==> src/design/csc_pkg.sv <==
`timescale 1ns / 1ps
// ----------------------------------------------------------------------------
// CSC package
// Shared types and constants of the cycling speed and cadence decoder.
// ----------------------------------------------------------------------------
package csc_pkg;

  localparam int unsigned WHEEL_TICKS_DEFAULT = 1024;
  localparam int unsigned CRANK_TICKS_DEFAULT = 1024;

  localparam int unsigned CIRC_W    = 12;
  localparam int unsigned MUL_W     = 32;
  localparam int unsigned DEN_W     = 21;
  localparam int unsigned SCALE_W   = 22;
  localparam int unsigned RESULT_W  = 16;

  localparam logic [CIRC_W-1:0] CIRC_RESET = 12'd1920;

  localparam int unsigned SPEED_MUL   = 9;
  localparam int unsigned SPEED_DIV   = 25;
  localparam int unsigned CADENCE_MUL = 60;

  typedef struct packed {
    logic [7:0] data_byte;
    logic       last_byte;
  } in_item_t;

  typedef struct packed {
    logic [RESULT_W-1:0] speed_centi_kph;
    logic [RESULT_W-1:0] cadence_rpm;
    logic                speed_updated;
    logic                cadence_updated;
    logic                length_error;
  } out_item_t;

  typedef struct packed {
    logic [CIRC_W-1:0] wheel_circumference_mm;
  } cfg_item_t;

endpackage

==> src/design/csc_stream_if.sv <==
`timescale 1ns / 1ps
// ----------------------------------------------------------------------------
// CSC stream interface
// Valid and ready channel that carries one payload per transfer.
// ----------------------------------------------------------------------------
interface csc_stream_if #(
  parameter type T = logic
);
  logic valid;
  logic ready;
  T     payload;

  modport source (output valid, output payload, input ready);
  modport sink (input valid, input payload, output ready);
endinterface

==> src/design/csc_measurement_decoder_top.sv <==
`timescale 1ns / 1ps
// ----------------------------------------------------------------------------
// CSC measurement decoder
// Assembles a cycling speed and cadence notification byte by byte and derives
// speed and cadence with one shared bit-serial multiply and divide unit.
//
//   Channel  Direction  Payload
//   in_if    sink       data_byte, last_byte
//   out_if   source     speed, cadence, update flags, length error
//   cfg_if   sink       wheel_circumference_mm
//
// A byte without the last mark leaves the input ready. A last byte holds the
// input while speed or cadence, as needed, is recomputed by the 32 shift-add
// steps and 16 restoring division steps of the shared unit (no division when
// the quotient saturates). Reset is synchronous and clears the control state,
// not the arithmetic or payload registers. A result that waits on out_if does
// not stop the next notification's bytes; after its last byte, the input waits until that result is taken.
// ----------------------------------------------------------------------------
module csc_measurement_decoder_top #(
  parameter int unsigned WHEEL_TICKS_PER_SECOND = csc_pkg::WHEEL_TICKS_DEFAULT,
  parameter int unsigned CRANK_TICKS_PER_SECOND = csc_pkg::CRANK_TICKS_DEFAULT
) (
  input  logic         clk,
  input  logic         rst_n,
  csc_stream_if.sink   in_if,
  csc_stream_if.source out_if,
  csc_stream_if.sink   cfg_if
);
  import csc_pkg::*;

  localparam logic [SCALE_W-1:0] SPEED_SCALE   = SCALE_W'(SPEED_MUL * WHEEL_TICKS_PER_SECOND);
  localparam logic [SCALE_W-1:0] CADENCE_SCALE = SCALE_W'(CADENCE_MUL * CRANK_TICKS_PER_SECOND);

  localparam logic [2:0] S_IDLE  = 3'd0;
  localparam logic [2:0] S_W_SET = 3'd1;
  localparam logic [2:0] S_C_SET = 3'd2;
  localparam logic [2:0] S_MUL   = 3'd3;
  localparam logic [2:0] S_CHK   = 3'd4;
  localparam logic [2:0] S_DIV   = 3'd5;
  localparam logic [2:0] S_STORE = 3'd6;
  localparam logic [2:0] S_OUT   = 3'd7;

  logic [2:0]          state_r, state_nxt;
  logic [3:0]          pos_r, pos_nxt;
  logic [7:0]          flags_r, flags_nxt;
  logic [31:0]         wrevs_r, wrevs_nxt;
  logic [15:0]         wtime_r, wtime_nxt;
  logic [15:0]         crevs_r, crevs_nxt;
  logic [15:0]         ctime_r, ctime_nxt;
  logic [31:0]         pwrevs_r, pwrevs_nxt;
  logic [15:0]         pwtime_r, pwtime_nxt;
  logic [15:0]         pcrevs_r, pcrevs_nxt;
  logic [15:0]         pctime_r, pctime_nxt;
  logic [RESULT_W-1:0] hspeed_r, hspeed_nxt;
  logic [RESULT_W-1:0] hcad_r, hcad_nxt;
  logic [CIRC_W-1:0]   circ_r;
  logic                err_r, err_nxt;
  logic                sp_up_r, sp_up_nxt;
  logic                cd_up_r, cd_up_nxt;
  logic                phase_r, phase_nxt;
  logic [4:0]          cnt_r, cnt_nxt;
  logic [MUL_W-1:0]    k_r, k_nxt;
  logic [DEN_W-1:0]    den_r, den_nxt;
  logic [MUL_W-1:0]    hi_r, hi_nxt;
  logic [MUL_W-1:0]    lo_r, lo_nxt;
  logic                out_valid_r, out_valid_nxt;
  out_item_t           out_item_r, out_item_nxt;

  logic                in_fire;
  logic [7:0]          b;
  logic [3:0]          idx;
  logic [3:0]          cidx;
  logic                placed;
  logic [4:0]          count;
  logic [4:0]          expected;
  logic [15:0]         wdt;
  logic [15:0]         cdr;
  logic [15:0]         cdt;
  logic [MUL_W:0]      sum;
  logic [47:0]         numhi;
  logic [DEN_W:0]      trial;
  logic                ge;
  logic                out_load;

  assign in_if.ready  = (state_r == S_IDLE);
  assign cfg_if.ready = 1'b1;
  assign out_if.valid   = out_valid_r;
  assign out_if.payload = out_item_r;
  assign in_fire = in_if.valid && in_if.ready;
  assign b       = in_if.payload.data_byte;
  assign wdt     = wtime_r - pwtime_r;
  assign cdr     = crevs_r - pcrevs_r;
  assign cdt     = ctime_r - pctime_r;

  // Byte placement into the staging fields.
  always_comb begin
    idx       = pos_r - 4'd1;
    cidx      = idx;
    placed    = 1'b0;
    flags_nxt = flags_r;
    wrevs_nxt = wrevs_r;
    wtime_nxt = wtime_r;
    crevs_nxt = crevs_r;
    ctime_nxt = ctime_r;
    if (in_fire) begin
      if (pos_r == 4'd0) begin
        flags_nxt = b;
      end else begin
        if (flags_r[0]) begin
          if (idx < 4'd4) begin
            wrevs_nxt[{idx[1:0], 3'b000} +: 8] = b;
            placed = 1'b1;
          end else if (idx < 4'd6) begin
            wtime_nxt[{idx[0], 3'b000} +: 8] = b;
            placed = 1'b1;
          end
          cidx = idx - 4'd6;
        end
        if (!placed && flags_r[1]) begin
          if (cidx < 4'd2) begin
            crevs_nxt[{cidx[0], 3'b000} +: 8] = b;
          end else if (cidx < 4'd4) begin
            ctime_nxt[{cidx[0], 3'b000} +: 8] = b;
          end
        end
      end
    end
    count    = {1'b0, pos_r} + 5'd1;
    expected = 5'd1 + (flags_nxt[0] ? 5'd6 : 5'd0) + (flags_nxt[1] ? 5'd4 : 5'd0);
  end

  // Sequencer and shared multiply and divide unit.
  always_comb begin
    state_nxt    = state_r;
    pos_nxt      = pos_r;
    pwrevs_nxt   = pwrevs_r;
    pwtime_nxt   = pwtime_r;
    pcrevs_nxt   = pcrevs_r;
    pctime_nxt   = pctime_r;
    hspeed_nxt   = hspeed_r;
    hcad_nxt     = hcad_r;
    err_nxt      = err_r;
    sp_up_nxt    = sp_up_r;
    cd_up_nxt    = cd_up_r;
    phase_nxt    = phase_r;
    cnt_nxt      = cnt_r;
    k_nxt        = k_r;
    den_nxt      = den_r;
    hi_nxt       = hi_r;
    lo_nxt       = lo_r;
    out_load     = 1'b0;
    sum          = {1'b0, hi_r} + (lo_r[0] ? {1'b0, k_r} : {(MUL_W + 1){1'b0}});
    numhi        = {hi_r, lo_r[31:16]};
    trial        = {hi_r[DEN_W-1:0], lo_r[15]};
    ge           = (trial >= {1'b0, den_r});
    out_item_nxt = out_item_r;

    unique case (state_r)
      S_IDLE: begin
        if (in_fire) begin
          if (in_if.payload.last_byte) begin
            pos_nxt   = 4'd0;
            err_nxt   = (count != expected);
            sp_up_nxt = 1'b0;
            cd_up_nxt = 1'b0;
            state_nxt = S_W_SET;
          end else begin
            pos_nxt = (pos_r == 4'd15) ? 4'd15 : pos_r + 4'd1;
          end
        end
      end
      S_W_SET: begin
        if (!err_r && flags_r[0] && (wtime_r != pwtime_r)) begin
          k_nxt     = MUL_W'(circ_r) * MUL_W'(SPEED_SCALE);
          den_nxt   = DEN_W'(wdt) * DEN_W'(SPEED_DIV);
          hi_nxt    = '0;
          lo_nxt    = wrevs_r - pwrevs_r;
          cnt_nxt   = 5'd31;
          phase_nxt = 1'b0;
          state_nxt = S_MUL;
        end else begin
          state_nxt = S_C_SET;
        end
      end
      S_C_SET: begin
        if (!err_r && flags_r[1] && (ctime_r != pctime_r)) begin
          k_nxt     = MUL_W'(CADENCE_SCALE);
          den_nxt   = DEN_W'(cdt);
          hi_nxt    = '0;
          lo_nxt    = MUL_W'(cdr);
          cnt_nxt   = 5'd31;
          phase_nxt = 1'b1;
          state_nxt = S_MUL;
        end else begin
          state_nxt = S_OUT;
        end
      end
      S_MUL: begin
        hi_nxt  = sum[MUL_W:1];
        lo_nxt  = {sum[0], lo_r[MUL_W-1:1]};
        cnt_nxt = cnt_r - 5'd1;
        if (cnt_r == 5'd0) begin
          state_nxt = S_CHK;
        end
      end
      S_CHK: begin
        if (numhi >= 48'(den_r)) begin
          lo_nxt[15:0] = 16'hFFFF;
          state_nxt    = S_STORE;
        end else begin
          hi_nxt    = MUL_W'(numhi[DEN_W-1:0]);
          cnt_nxt   = 5'd15;
          state_nxt = S_DIV;
        end
      end
      S_DIV: begin
        hi_nxt       = ge ? MUL_W'(DEN_W'(trial - {1'b0, den_r})) : MUL_W'(trial[DEN_W-1:0]);
        lo_nxt[15:0] = {lo_r[14:0], ge};
        cnt_nxt      = cnt_r - 5'd1;
        if (cnt_r == 5'd0) begin
          state_nxt = S_STORE;
        end
      end
      S_STORE: begin
        if (!phase_r) begin
          hspeed_nxt = lo_r[15:0];
          pwrevs_nxt = wrevs_r;
          pwtime_nxt = wtime_r;
          sp_up_nxt  = 1'b1;
          state_nxt  = S_C_SET;
        end else begin
          hcad_nxt   = lo_r[15:0];
          pcrevs_nxt = crevs_r;
          pctime_nxt = ctime_r;
          cd_up_nxt  = 1'b1;
          state_nxt  = S_OUT;
        end
      end
      S_OUT: begin
        if (!out_valid_r || out_if.ready) begin
          out_load                     = 1'b1;
          out_item_nxt.speed_centi_kph = hspeed_r;
          out_item_nxt.cadence_rpm     = hcad_r;
          out_item_nxt.speed_updated   = sp_up_r;
          out_item_nxt.cadence_updated = cd_up_r;
          out_item_nxt.length_error    = err_r;
          state_nxt                    = S_IDLE;
        end
      end
      default: begin
        state_nxt = S_IDLE;
      end
    endcase

    out_valid_nxt = (out_valid_r && !out_if.ready) || out_load;
  end

  always_ff @(posedge clk) begin
    if (!rst_n) begin
      state_r     <= S_IDLE;
      pos_r       <= '0;
      flags_r     <= '0;
      wrevs_r     <= '0;
      wtime_r     <= '0;
      crevs_r     <= '0;
      ctime_r     <= '0;
      pwrevs_r    <= '0;
      pwtime_r    <= '0;
      pcrevs_r    <= '0;
      pctime_r    <= '0;
      hspeed_r    <= '0;
      hcad_r      <= '0;
      circ_r      <= CIRC_RESET;
      err_r       <= 1'b0;
      sp_up_r     <= 1'b0;
      cd_up_r     <= 1'b0;
      phase_r     <= 1'b0;
      cnt_r       <= '0;
      out_valid_r <= 1'b0;
    end else begin
      state_r     <= state_nxt;
      pos_r       <= pos_nxt;
      flags_r     <= flags_nxt;
      wrevs_r     <= wrevs_nxt;
      wtime_r     <= wtime_nxt;
      crevs_r     <= crevs_nxt;
      ctime_r     <= ctime_nxt;
      pwrevs_r    <= pwrevs_nxt;
      pwtime_r    <= pwtime_nxt;
      pcrevs_r    <= pcrevs_nxt;
      pctime_r    <= pctime_nxt;
      hspeed_r    <= hspeed_nxt;
      hcad_r      <= hcad_nxt;
      err_r       <= err_nxt;
      sp_up_r     <= sp_up_nxt;
      cd_up_r     <= cd_up_nxt;
      phase_r     <= phase_nxt;
      cnt_r       <= cnt_nxt;
      out_valid_r <= out_valid_nxt;
      if (cfg_if.valid && cfg_if.ready) begin
        circ_r <= cfg_if.payload.wheel_circumference_mm;
      end
    end
  end

  always_ff @(posedge clk) begin
    k_r        <= k_nxt;
    den_r      <= den_nxt;
    hi_r       <= hi_nxt;
    lo_r       <= lo_nxt;
    out_item_r <= out_item_nxt;
  end

  // The partial remainder stays below the divisor through every division step.
  a_rem_bound: assert property (@(posedge clk) disable iff (!rst_n)
    state_r == S_DIV |-> hi_r < MUL_W'(den_r))
    else $error("partial remainder not below divisor");

  // A result is stored only for a valid notification that carries its field.
  a_store_flag: assert property (@(posedge clk) disable iff (!rst_n)
    state_r == S_STORE |-> !err_r && (phase_r ? flags_r[1] : flags_r[0]))
    else $error("result stored without its field or after a length error");

  // Held results change only in the store step.
  a_held_stable: assert property (@(posedge clk) disable iff (!rst_n)
    state_r != S_STORE |=> $stable(hspeed_r) && $stable(hcad_r))
    else $error("held result changed outside the store step");

  // A length error never reports an update.
  a_err_no_update: assert property (@(posedge clk) disable iff (!rst_n)
    out_if.valid && out_if.ready && out_if.payload.length_error
      |-> !out_if.payload.speed_updated && !out_if.payload.cadence_updated)
    else $error("update reported together with a length error");

endmodule

==> src/flat_wrapper.sv <==
// flat-port wrapper written by rule: the top's interface ports become plain ports
module csc_measurement_decoder_top_flat import csc_pkg::*;
#(
  parameter int unsigned WHEEL_TICKS_PER_SECOND = csc_pkg::WHEEL_TICKS_DEFAULT,
  parameter int unsigned CRANK_TICKS_PER_SECOND = csc_pkg::CRANK_TICKS_DEFAULT
)
  (clk, rst_n, in_if_valid, in_if_payload, in_if_ready, out_if_valid, out_if_payload, out_if_ready, cfg_if_valid, cfg_if_payload, cfg_if_ready);
  csc_stream_if #(.T(in_item_t)) in_if_i ();
  csc_stream_if #(.T(out_item_t)) out_if_i ();
  csc_stream_if #(.T(cfg_item_t)) cfg_if_i ();
  input  logic clk;
  input  logic rst_n;
  input wire logic [$bits(in_if_i.valid)-1:0] in_if_valid;
  input wire logic [$bits(in_if_i.payload)-1:0] in_if_payload;
  output wire logic [$bits(in_if_i.ready)-1:0] in_if_ready;
  output wire logic [$bits(out_if_i.valid)-1:0] out_if_valid;
  output wire logic [$bits(out_if_i.payload)-1:0] out_if_payload;
  input wire logic [$bits(out_if_i.ready)-1:0] out_if_ready;
  input wire logic [$bits(cfg_if_i.valid)-1:0] cfg_if_valid;
  input wire logic [$bits(cfg_if_i.payload)-1:0] cfg_if_payload;
  output wire logic [$bits(cfg_if_i.ready)-1:0] cfg_if_ready;
  assign in_if_i.valid = in_if_valid;
  assign in_if_i.payload = in_if_payload;
  assign in_if_ready = in_if_i.ready;
  assign out_if_valid = out_if_i.valid;
  assign out_if_payload = out_if_i.payload;
  assign out_if_i.ready = out_if_ready;
  assign cfg_if_i.valid = cfg_if_valid;
  assign cfg_if_i.payload = cfg_if_payload;
  assign cfg_if_ready = cfg_if_i.ready;
  csc_measurement_decoder_top #(.WHEEL_TICKS_PER_SECOND(WHEEL_TICKS_PER_SECOND), .CRANK_TICKS_PER_SECOND(CRANK_TICKS_PER_SECOND)) u_core (.clk(clk), .rst_n(rst_n), .in_if(in_if_i), .out_if(out_if_i), .cfg_if(cfg_if_i));
endmodule
==> config.mk <==
export PLATFORM = sky130hd
export DESIGN_NAME = csc_measurement_decoder_top_flat
export DESIGN_NICKNAME = d
export VERILOG_FILES = /design/src/design/csc_pkg.sv /design/src/design/csc_stream_if.sv /design/src/design/csc_measurement_decoder_top.sv /design/src/flat_wrapper.sv
export SDC_FILE = /design/constraint.sdc
export NUM_CORES = 1
export LEC_CHECK = 0
export BUFFER_PORTS_ARGS = -buffer_cell sky130_fd_sc_hd__buf_2
export CORE_UTILIZATION = 40
export CTS_CLUSTER_DIAMETER = 60
export DETAILED_ROUTE_END_ITERATION = 7
export PLACE_DENSITY = 0.57
export SYNTH_ARGS = -nofsm -noshare
export SYNTH_HDL_FRONTEND = slang
export SYNTH_SLANG_ARGS = --single-unit
==> constraint.sdc <==
create_clock -name clk -period 15.8 [get_ports clk]
set_input_delay 2.37 -clock clk [delete_from_list [all_inputs] [get_ports clk]]
set_output_delay 2.37 -clock clk [all_outputs]
set_load 0.01 [all_outputs]
==> results.py, run 1 <==
metrics = {
    "timing": {
        "fmax_mhz": 167,
        "tightest_slew_ns": 1.15,
        "fin_skew_ns": 0.0261,
        "tns_ns": 0,
        "setup_violations": 0,
        "slew_headroom_pct": 23.0,
        "slew_viol_final": 0,
        "min_period_over_period_pct": 37.9,
        "finalHoldViolCount": 0,
        "period_needed_ns": 5.99,
        "rsz0062_at_grt": "false",
    },
    "route": {
        "highest_layer": "met4",
        "wl_met1_um": 28300,
        "routedWlPerCell_um": 17.6,
        "postRouteAntennaNets": 0,
        "wl_um": 60300,
        "drt_iter0_markers": 945,
        "met3WireLength_um": 2410,
        "wl_met2_um": 27500,
        "dr_total_vias": 18300,
        "drt_pass1_iterations": 7,
        "drc": 0,
        "viasPerCell": 5.35,
    },
    "grt": {
        "gr-total-overflow": 0,
        "grt_pass1_wl_um": 96500,
        "antenna_found_initial": 0,
        "grt_use_total_pct": 20.4,
        "grt_max_degree": 119,
        "first_global_vias": 18000,
    },
    "setup_path": {
        "crit_type": "reg -> reg",
        "critPathLaunchType": "register",
        "critPathBufInv": 5,
        "critPathArrivalTime_ns": 6.29,
        "cp_common_cell": "inv_1",
        "cp_slowest_cell": "fa_1",
        "path_delay_family": "compound AO/OA/AOI/OAI gates",
        "cpPeakStageDelay_ns": 0.53,
        "required_ns": 16.10,
        "cp_max_fo": 5,
        "cp-end-kind": "register",
    },
    "yosys": {
        "synth-compound-area-share_pct": 18.4,
        "async_reset_ff_share_pct": 0,
        "synth-edff-count": 136,
        "synth_cell_types": 87,
        "yosys.area_share.simple_pct": 17.6,
        "synthMuxAreaShare_pct": 3.44,
        "ys_warn_count": 0,
        "ys_ff_latch": 359,
        "netlist_area_um2": 23100,
        "synthAdderAreaFrac_pct": 13.2,
        "syn_area_per_cell_um2": 8.83,
        "seq_area_frac_synth_pct": 37.0,
        "synth_top_family_by_area": "compound AO/OA/AOI/OAI gates",
        "synth_flop_cell": "dfxtp_1",
        "synth-xor-area-share_pct": 5.09,
        "syn_inst": 2612,
        "syn_nets": 2871,
    },
    "job": {
        "cap_violations": 0,
    },
    "cells_and_area": {
        "drive_above_1_share_pct": 7.13,
        "nNetsFinal": 2886,
        "fill_cells": 5474,
        "fin_area_um2": 25600,
        "area_growth_syn_to_layout_pct": 10.9,
        "antenna_cells": 0,
        "layout_common_cells": "nand2_1 (379), dfxtp_1 (223), ha_1 (215)",
        "layout_commonest_cell": "nand2_1",
    },
    "clock_tree": {
        "ctsResizeCount": 0,
        "cts_buffers": 45,
        "cts_tree": "yes",
        "cts.path.max_buffers": 3,
        "cts_hold_buf": 0,
        "clk_latency_ns": 0.59,
        "cts.reportedPaths.clkPinSlew_ns": 0.06,
        "cts_setup_buffers": 0,
        "clock_sinks": 359,
        "htreeDepth": 2,
        "cts-root-buf": "clkbuf_16",
    },
    "placement": {
        "gp_congestion": 0.876,
        "post-dp-hpwl_um": 43900,
        "place_area_um2": 24100,
        "port_buffers": 62,
    },
    "run_status": {
        "status": "complete, no violations",
    },
    "floorplanning": {
        "die_x_um": 242,
        "io-pin-count": 64,
        "die_h_um": 242,
        "initial_utilization_pct": 40.7,
        "core-area_um2": 56700,
        "die_area_um2": 58700,
        "core.rowCount": 87,
    },
    "min_path": {
        "hold_path.class": "reg -> reg",
    },
    "power_and_ir_drop": {
        "vdd_ir_drop_max_mv": 0.0891,
        "p_leak_nw": 10.1,
        "p_per_area_nw_per_um2": 121,
    },
}
## layer usage
layer	up-vias	global-route usage, %
li1	9173	-
met1	8676	27.1
met2	350	33.9
met3	109	2.71
met4	0	7.37
met5	-	0
## metrics by stage
step / power, mW / instances / hold WS, ns / util [%] / setup slack, ns
finish: 3.09 / 3419 / 0.426 / 45.1 / 9.81
global route: 3.26 / 3419 / 0.438 / 45.1 / 9.55
CTS: 3.12 / 3419 / 0.429 / 45.1 / 9.86
detailed placement: 2.07 / 3336 / 0.415 / 42.5 / 9.92
global placement: 2.05 / 3336 / 0.418 / 42.5 / 10.04
floorplan: 1.81 / 2612 / 0.402 / - / 10.47
## final cells by class
cell class                 count  area [µm²]  share of cell area, %
tap                          756         946                   3.70
multi-input combinational   1940       13400                   52.2
sequential                   359        8550                   33.4
inverter                     197         739                   2.89
clock inverter                22         195                  0.763
timing repair buffer          84         478                   1.87
clock buffer                  61        1310                   5.13
## report_power, final
| group | switching (mW) | internal [mW] |
|---|---|---|
| logic | 0.535 | 0.327 |
| registers | 0.115 | 1.08 |
| clock network | 0.426 | 0.608 |
| total | 1.08 | 2.02 |
## state kept, by name, indices dropped and copies added (netlist names), 21 cells and up
| signal | flops |
|---|---|
| u_core.hi_r | 32 |
| u_core.out_if.payload | 35 |
| u_core.lo_r | 32 |
| u_core.wrevs_r | 32 |
| u_core.pwrevs_r | 32 |
| u_core.den_r | 21 |
## Yosys cell counts (9+ instances only)
| master | n | area (µm²) |
|---|---|---|
| a211oi_1 | 16 | 120 |
| a21boi_0 | 150 | 1130 |
| a21o_1 | 45 | 338 |
| a21oi_1 | 121 | 606 |
| a22oi_1 | 18 | 135 |
| a31oi_1 | 13 | 81.3 |
| and2_1 | 32 | 200 |
| and3_1 | 16 | 100 |
| buf_1 | 9 | 33.8 |
| clkbuf_1 | 97 | 364 |
| dfxtp_1 | 223 | 4460 |
| edfxtp_1 | 136 | 4080 |
| fa_1 | 18 | 360 |
| ha_1 | 215 | 2690 |
| inv_1 | 195 | 732 |
| mux2i_1 | 76 | 761 |
| nand2_1 | 379 | 1420 |
| nand2b_1 | 26 | 163 |
| nand3_1 | 81 | 405 |
| nand4_1 | 19 | 119 |
| nor2_1 | 134 | 503 |
| nor2b_1 | 81 | 507 |
| nor3_1 | 48 | 240 |
| o211ai_1 | 10 | 75.1 |
| o21a_1 | 28 | 210 |
| o21ai_0 | 100 | 500 |
| o21ai_1 | 16 | 80.1 |
| o21bai_1 | 12 | 90.1 |
| o22ai_1 | 10 | 62.6 |
| o31ai_1 | 9 | 67.6 |
| or2_2 | 9 | 56.3 |
| or3_1 | 12 | 75.1 |
| xnor2_1 | 85 | 744 |
| xor2_1 | 49 | 429 |
## cell families after synthesis
group,count (synthesis)
AO/OA/AOI/OAI,623
XOR/XNOR,134
other,1
AND/OR/NAND/NOR,870
buffers and inverters,313
multiplexers,79
adder cells (fa/ha/maj),233
flip-flops,359
## worst reg2reg max path, cell delays in order (launching register included)
cell and delay, ns:
dfxtp_1 0.32, inv_1 0.06, ha_1 0.15, inv_1 0.05
fa_1 0.40, a21o_1 0.18, a21oi_1 0.28, o21ai_0 0.14
a21o_1 0.25, a21oi_2 0.24, nor2_1 0.12, nor2_1 0.13
xor2_1 0.36, inv_1 0.09, ha_1 0.31, ha_1 0.28
inv_1 0.05, fa_1 0.53, inv_1 0.04, ha_1 0.37
nand3_1 0.11, nand2_1 0.07, a41o_1 0.23, o41a_1 0.39
a311oi_2 0.35, xnor2_1 0.16, nor2_1 0.05
## final timing paths
check,start,end,slack [ns],cells after the start
setup / recovery,u_core.wtime_r[0]$_SDFFE_PN0P_,u_core.den_r[18]$_SDFFCE_PP0P_,9.81,26
hold / removal,u_core.cd_up_r$_SDFFE_PN0P_,u_core.out_if.payload[1]$_DFFE_PP_,0.43,0
setup reg to reg,u_core.wtime_r[0]$_SDFFE_PN0P_,u_core.den_r[18]$_SDFFCE_PP0P_,9.81,26
hold reg to reg,u_core.cd_up_r$_SDFFE_PN0P_,u_core.out_if.payload[1]$_DFFE_PP_,0.43,0
(Power assumes the default switching activity.)
==> inputs of run 2 (changes only) <==
==> constraint.sdc (replaced) <==
create_clock -name clk -period 5.8 [get_ports clk]
set_input_delay 0.87 -clock clk [delete_from_list [all_inputs] [get_ports clk]]
set_output_delay 0.87 -clock clk [all_outputs]
set_load 0.01 [all_outputs]
==> run 2 against run 1 <==
  * Register-to-register slack worse by 9.5 ns
  * Die area stayed put
  * Core utilization is 0.45 points higher
  * Total power grew to 2.8 times the previous value
  * Clock skew is 0.0062 ns higher
  * Highest routed layer unchanged
  * Worst setup slack worse by 9.5 ns
  * First-iteration DRC count is 11% lower
  * Clock-buffer cell count is 6 lower
  * Design area is 1.0% higher
  * Sequential power grew to 2.7 times the previous value
  * Final cell count is 0.18% higher
==> results.py, run 2 (synthesized netlist as in run 1, its figures left out) <==
metrics = {
    "run_status": {
        "status": "complete, no violations",
    },
    "floorplanning": {
        "die_x_um": 242,
        "core-area_um2": 56700,
        "die_h_um": 242,
        "core.rowCount": 87,
        "initial_utilization_pct": 40.7,
        "die_area_um2": 58700,
        "io-pin-count": 64,
    },
    "route": {
        "drt_pass1_iterations": 5,
        "viasPerCell": 5.31,
        "wl_um": 59800,
        "dr_total_vias": 18200,
        "routedWlPerCell_um": 17.5,
        "drc": 0,
        "drt_iter0_markers": 837,
        "postRouteAntennaNets": 0,
    },
    "placement": {
        "gp_congestion": 0.866,
        "port_buffers": 62,
        "dp_slack_ns": 0.202,
        "post-dp-hpwl_um": 43700,
    },
    "clock_tree": {
        "cts.path.max_buffers": 3,
        "cts.reportedPaths.clkPinSlew_ns": 0.06,
        "clock_sinks": 359,
        "clk_latency_ns": 0.59,
        "cts_hold_buf": 0,
        "cts-root-buf": "clkbuf_16",
        "htreeDepth": 2,
        "cts_tree": "yes",
        "cts_buffers": 46,
    },
    "setup_path": {
        "cp_max_fo": 5,
        "cp-end-kind": "register",
        "critPathLaunchType": "register",
        "crit_type": "reg -> reg",
        "critPathArrivalTime_ns": 5.79,
        "required_ns": 6.10,
    },
    "cells_and_area": {
        "layout_common_cells": "nand2_1 (379), dfxtp_1 (223), ha_1 (215)",
        "largest_register_ff_count": 35,
        "area_growth_syn_to_layout_pct": 12.0,
        "fill_cells": 5467,
        "drive_above_1_share_pct": 7.61,
        "final_util_pct": 45.6,
        "nNetsFinal": 2891,
        "layout_commonest_cell": "nand2_1",
    },
    "grt": {
        "grt_pass1_wl_um": 94700,
        "grt_max_degree": 119,
        "antenna_found_initial": 0,
        "first_global_vias": 17300,
        "grt_use_total_pct": 20.2,
        "gr-total-overflow": 0,
    },
    "power_and_ir_drop": {
        "p_per_area_nw_per_um2": 338,
        "power_mw": 8.72,
        "vdd_ir_drop_max_mv": 0.208,
        "p_leak_nw": 10.2,
    },
    "timing": {
        "min_period_over_period_pct": 94.7,
        "fmax_mhz": 182,
        "tns_ns": 0,
        "fin_skew_ns": 0.0323,
        "tightest_slew_ns": 1.18,
        "slew_headroom_pct": 20.9,
        "setup_ws_ns": 0.305,
        "slew_viol_final": 0,
        "finalHoldViolCount": 0,
        "rsz0062_at_grt": "false",
        "hold_slack_ns": 0.425,
        "period_needed_ns": 5.50,
        "setup_violations": 0,
    },
    "min_path": {
        "hold_path.class": "reg -> reg",
    },
    "job": {
        "cap_violations": 0,
    },
}
## run 2: layout make-up
class	count	area, µm²	area share [%]
diodes	1	2.50	0.00968
clock buffers	55	1250	4.83
clock inverters	29	439	1.70
inverters	197	739	2.86
multi-input cells	1940	13400	51.8
flip-flops and latches	359	8550	33.1
well taps	756	946	3.66
repair buffers	88	533	2.06
## run 2: layer usage
metal	vias to the layer above	GRT usage [%]	share of wire [%]
met5	-	0	0
met4	0	6.16	2.7
met3	88	3.05	4.5
met2	364	33.3	45
met1	8542	27.3	47
li1	9183	-	-
## run 2: worst paths after layout
kind         cells after the start                       startpoint                            endpoint  slack (ns)
min                              0      u_core.sp_up_r$_SDFFE_PN0P_  u_core.out_if.payload[2]$_DFFE_PP_        0.43
min reg2reg                      0      u_core.sp_up_r$_SDFFE_PN0P_  u_core.out_if.payload[2]$_DFFE_PP_        0.43
max reg2reg                     25  u_core.pwtime_r[0]$_SDFFE_PN0P_      u_core.den_r[20]$_SDFFCE_PP0P_        0.30
max                             25  u_core.pwtime_r[0]$_SDFFE_PN0P_      u_core.den_r[20]$_SDFFCE_PP0P_        0.30
## run 2: where the power goes
part	switching [mW]	total [mW]	internal, mW
combinational	1.45	2.34	0.898
sequential	0.314	3.26	2.95
clock	1.19	3.12	1.93
## run 2: critical path, stage by stage (launching register included)
cell and delay [ns]:
dfxtp_1 0.33, ha_1 0.18, inv_1 0.06, fa_1 0.40, a21o_1 0.18, a21oi_2 0.15, o21ai_0 0.10, a21o_1 0.24
a21oi_4 0.20, nor2_1 0.09, nor2_1 0.11, xor2_1 0.19, inv_1 0.07, ha_1 0.30, ha_1 0.28, inv_1 0.05
fa_1 0.52, inv_1 0.04, ha_1 0.36, nand3_1 0.12, nand2_1 0.06, a41o_1 0.22, o41a_1 0.38, a311o_1 0.38
nand4_1 0.10, nand3_1 0.08
## run 2: through the flow
stage | instances | cell area [µm²]
final | 3425 | 25800
after global placement | 3339 | 24100
after global routing | 3424 | 25800
after detailed placement | 3339 | 24100
after floorplan | 2612 | 23100
after CTS | 3423 | 25800
## run 2: what timing repair did
action / CTS / global route
setup endpoints to repair: 0 / 2
gates resized for setup: 0 / 3
setup buffers: 0 / 1
==> inputs of run 3 (changes only) <==
--- a/config.mk
+++ b/config.mk
@@ -9,7 +9,9 @@
 export CORE_UTILIZATION = 40
 export CTS_CLUSTER_DIAMETER = 60
 export DETAILED_ROUTE_END_ITERATION = 7
+export GPL_TIMING_DRIVEN = 0
 export PLACE_DENSITY = 0.57
+export RECOVER_POWER = 100
 export SYNTH_ARGS = -nofsm -noshare
 export SYNTH_HDL_FRONTEND = slang
 export SYNTH_SLANG_ARGS = --single-unit
==> run 3 against run 2 <==
  * The flow now finishes with violations (capacitance limit, slew limit)
  * Die area stayed put
  * Critical endpoint unchanged
  * Core utilization is 0.21 points lower
  * Sequential cell count stayed put
  * Critical path type unchanged
  * Largest power group unchanged
  * Via count is 4.7% higher
  * Fmax is 0.23% lower
  * Sequential power hardly changed
==> results.py, run 3 (synthesized netlist as in run 1, its figures left out) <==
metrics = {
    "timing": {
        "slew_viol_final": 112,
        "finalHoldViolCount": 0,
        "tightest_slew_ns": 2.42,
        "period_needed_ns": 5.51,
        "slew_headroom_pct": -62.5,
        "setup_violations": 0,
        "fmax_mhz": 182,
        "min_period_over_period_pct": 95.0,
        "fin_skew_ns": 0.0210,
    },
    "clock_tree": {
        "htreeDepth": 2,
        "clk_latency_ns": 0.60,
        "cts.path.max_buffers": 3,
        "clock_sinks": 359,
        "cts_tree": "yes",
        "cts-root-buf": "clkbuf_16",
        "cts_buffers": 45,
        "cts.reportedPaths.clkPinSlew_ns": 0.06,
        "cts_hold_buf": 0,
    },
    "cells_and_area": {
        "drive_above_1_share_pct": 4.21,
        "antenna_cells": 0,
        "layout_commonest_cell": "nand2_1",
        "ff_latch_area_um2": 8550,
        "area_growth_syn_to_layout_pct": 11.5,
        "fin_area_um2": 25700,
        "largest_register_ff_count": 35,
        "final_util_pct": 45.4,
        "fill_cells": 5528,
        "multi_input_area_um2": 13300,
        "layout_common_cells": "nand2_1 (379), dfxtp_1 (223), ha_1 (214)",
        "nNetsFinal": 2980,
    },
    "route": {
        "drt_iter0_markers": 1374,
        "viasPerCell": 5.42,
        "dr_total_vias": 19000,
        "wl_met1_um": 32200,
        "postRouteAntennaNets": 0,
        "drt_pass1_iterations": 6,
        "wl_met2_um": 29100,
        "routedWlPerCell_um": 19.2,
        "drc": 0,
        "wl_um": 67500,
        "met3WireLength_um": 4200,
        "highest_layer": "met4",
    },
    "floorplanning": {
        "io-pin-count": 64,
        "die_x_um": 242,
        "core-area_um2": 56700,
        "core.rowCount": 87,
        "die_h_um": 242,
        "die_area_um2": 58700,
        "initial_utilization_pct": 40.7,
    },
    "grt": {
        "first_global_vias": 18100,
        "grt_max_degree": 34,
        "gr-total-overflow": 0,
        "grt_use_total_pct": 22.7,
        "grt_pass1_wl_um": 104000,
        "antenna_found_initial": 3,
    },
    "run_status": {
        "violations": "capacitance limit, slew limit",
        "status": "complete, but fails checks",
    },
    "power_and_ir_drop": {
        "clock_power_share_pct": 33.9,
        "switching_share_pct": 35.1,
        "vdd_ir_drop_max_mv": 0.214,
        "p_per_area_nw_per_um2": 333,
        "power_frac_comb_pct": 27.9,
        "p_int_mw": 5.55,
        "seqPwrFrac_pct": 38.3,
        "power_mw": 8.55,
        "p_switching_mw": 3.01,
        "p_leak_nw": 10.0,
    },
    "job": {
        "cap_violations": 5,
    },
    "setup_path": {
        "critPathLaunchType": "register",
        "cp_max_fo": 5,
        "crit_type": "reg -> reg",
        "critPathArrivalTime_ns": 5.84,
        "required_ns": 6.13,
        "cp-end-kind": "register",
    },
    "placement": {
        "port_buffers": 55,
        "place_area_um2": 24400,
        "post-dp-hpwl_um": 51900,
        "gp_congestion": 0.924,
    },
    "min_path": {
        "hold_path.class": "reg -> reg",
    },
}
-- run 3: metrics by stage --
step / worst slack [ns] / setup TNS, ns / std cells / hold WS, ns
3_5_place_dp: -0.136 / -0.248 / 3427 / 0.411
2_1_floorplan: 0.472 / 0 / 2612 / 0.402
6_report: 0.292 / 0 / 3514 / 0.423
4_1_cts: 0.00186 / 0 / 3511 / 0.424
3_3_place_gp: -0.106 / -0.193 / 3423 / 0.412
5_1_grt: -0.0178 / -0.0178 / 3514 / 0.437
-- run 3: area by class of cell --
cell class	count	area share, %
plain buffers	116	1.73
well taps	756	3.68
inverters	197	2.87
multi-input cells	1940	51.5
clock inverters	24	1.10
repair buffers	62	1.04
flip-flops and latches	359	33.2
clock buffers	60	4.80
-- run 3: worst max-delay path: stages, from the launching register on --
cell and delay, ns:
dfxtp_1 0.32, inv_1 0.05, ha_1 0.15, inv_1 0.05
fa_1 0.39, a21o_1 0.18, a21oi_2 0.20, o21ai_0 0.12
a21o_1 0.22, a21oi_4 0.17, o221ai_1 0.19, or2_2 0.34
xnor2_2 0.23, inv_1 0.11, ha_1 0.31, ha_1 0.28
inv_1 0.05, fa_1 0.54, inv_1 0.04, ha_1 0.24
o41a_1 0.49, a311o_1 0.38, nand4_1 0.10, nand3_1 0.07
-- run 3: worst paths after layout --
| path | from | end | slack, ns | cells after the start |
|---|---|---|---|---|
| max | u_core.wtime_r[0]$_SDFFE_PN0P_ | u_core.den_r[20]$_SDFFCE_PP0P_ | 0.29 | 23 |
| min | u_core.cd_up_r$_SDFFE_PN0P_ | u_core.out_if.payload[1]$_DFFE_PP_ | 0.42 | 0 |
| max reg2reg | u_core.wtime_r[0]$_SDFFE_PN0P_ | u_core.den_r[20]$_SDFFCE_PP0P_ | 0.29 | 23 |
| min reg2reg | u_core.cd_up_r$_SDFFE_PN0P_ | u_core.out_if.payload[1]$_DFFE_PP_ | 0.42 | 0 |
-- run 3: repair_timing --
| item | CTS | global route |
|---|---|---|
| hold endpoints to repair | 0 | 0 |
| pin swaps | 0 | 3 |
| gates resized for setup | 2 | 4 |
| setup endpoints to repair | 3 | 6 |
| buffers inserted | 0 | 3 |
| gates cloned | 0 | 0 |
-- run 3: power by group through the flow --
stage                     combinational (mW)  sequential, mW  clock [mW]
after floorplan                         1.78            3.15           0
after global placement                  2.36            3.32           0
after detailed placement                2.44            3.31           0
after CTS                               2.45            3.26        2.95
after global routing                    2.63            3.29        3.04
final                                   2.39            3.27        2.90
-- run 3: metal layers --
layer  up-vias  global-route usage [%]
met4         0                    7.76
met3        98                    3.38
met5         -                       0
li1       9367                       -
met2       511                    35.3
met1      9057                    32.1
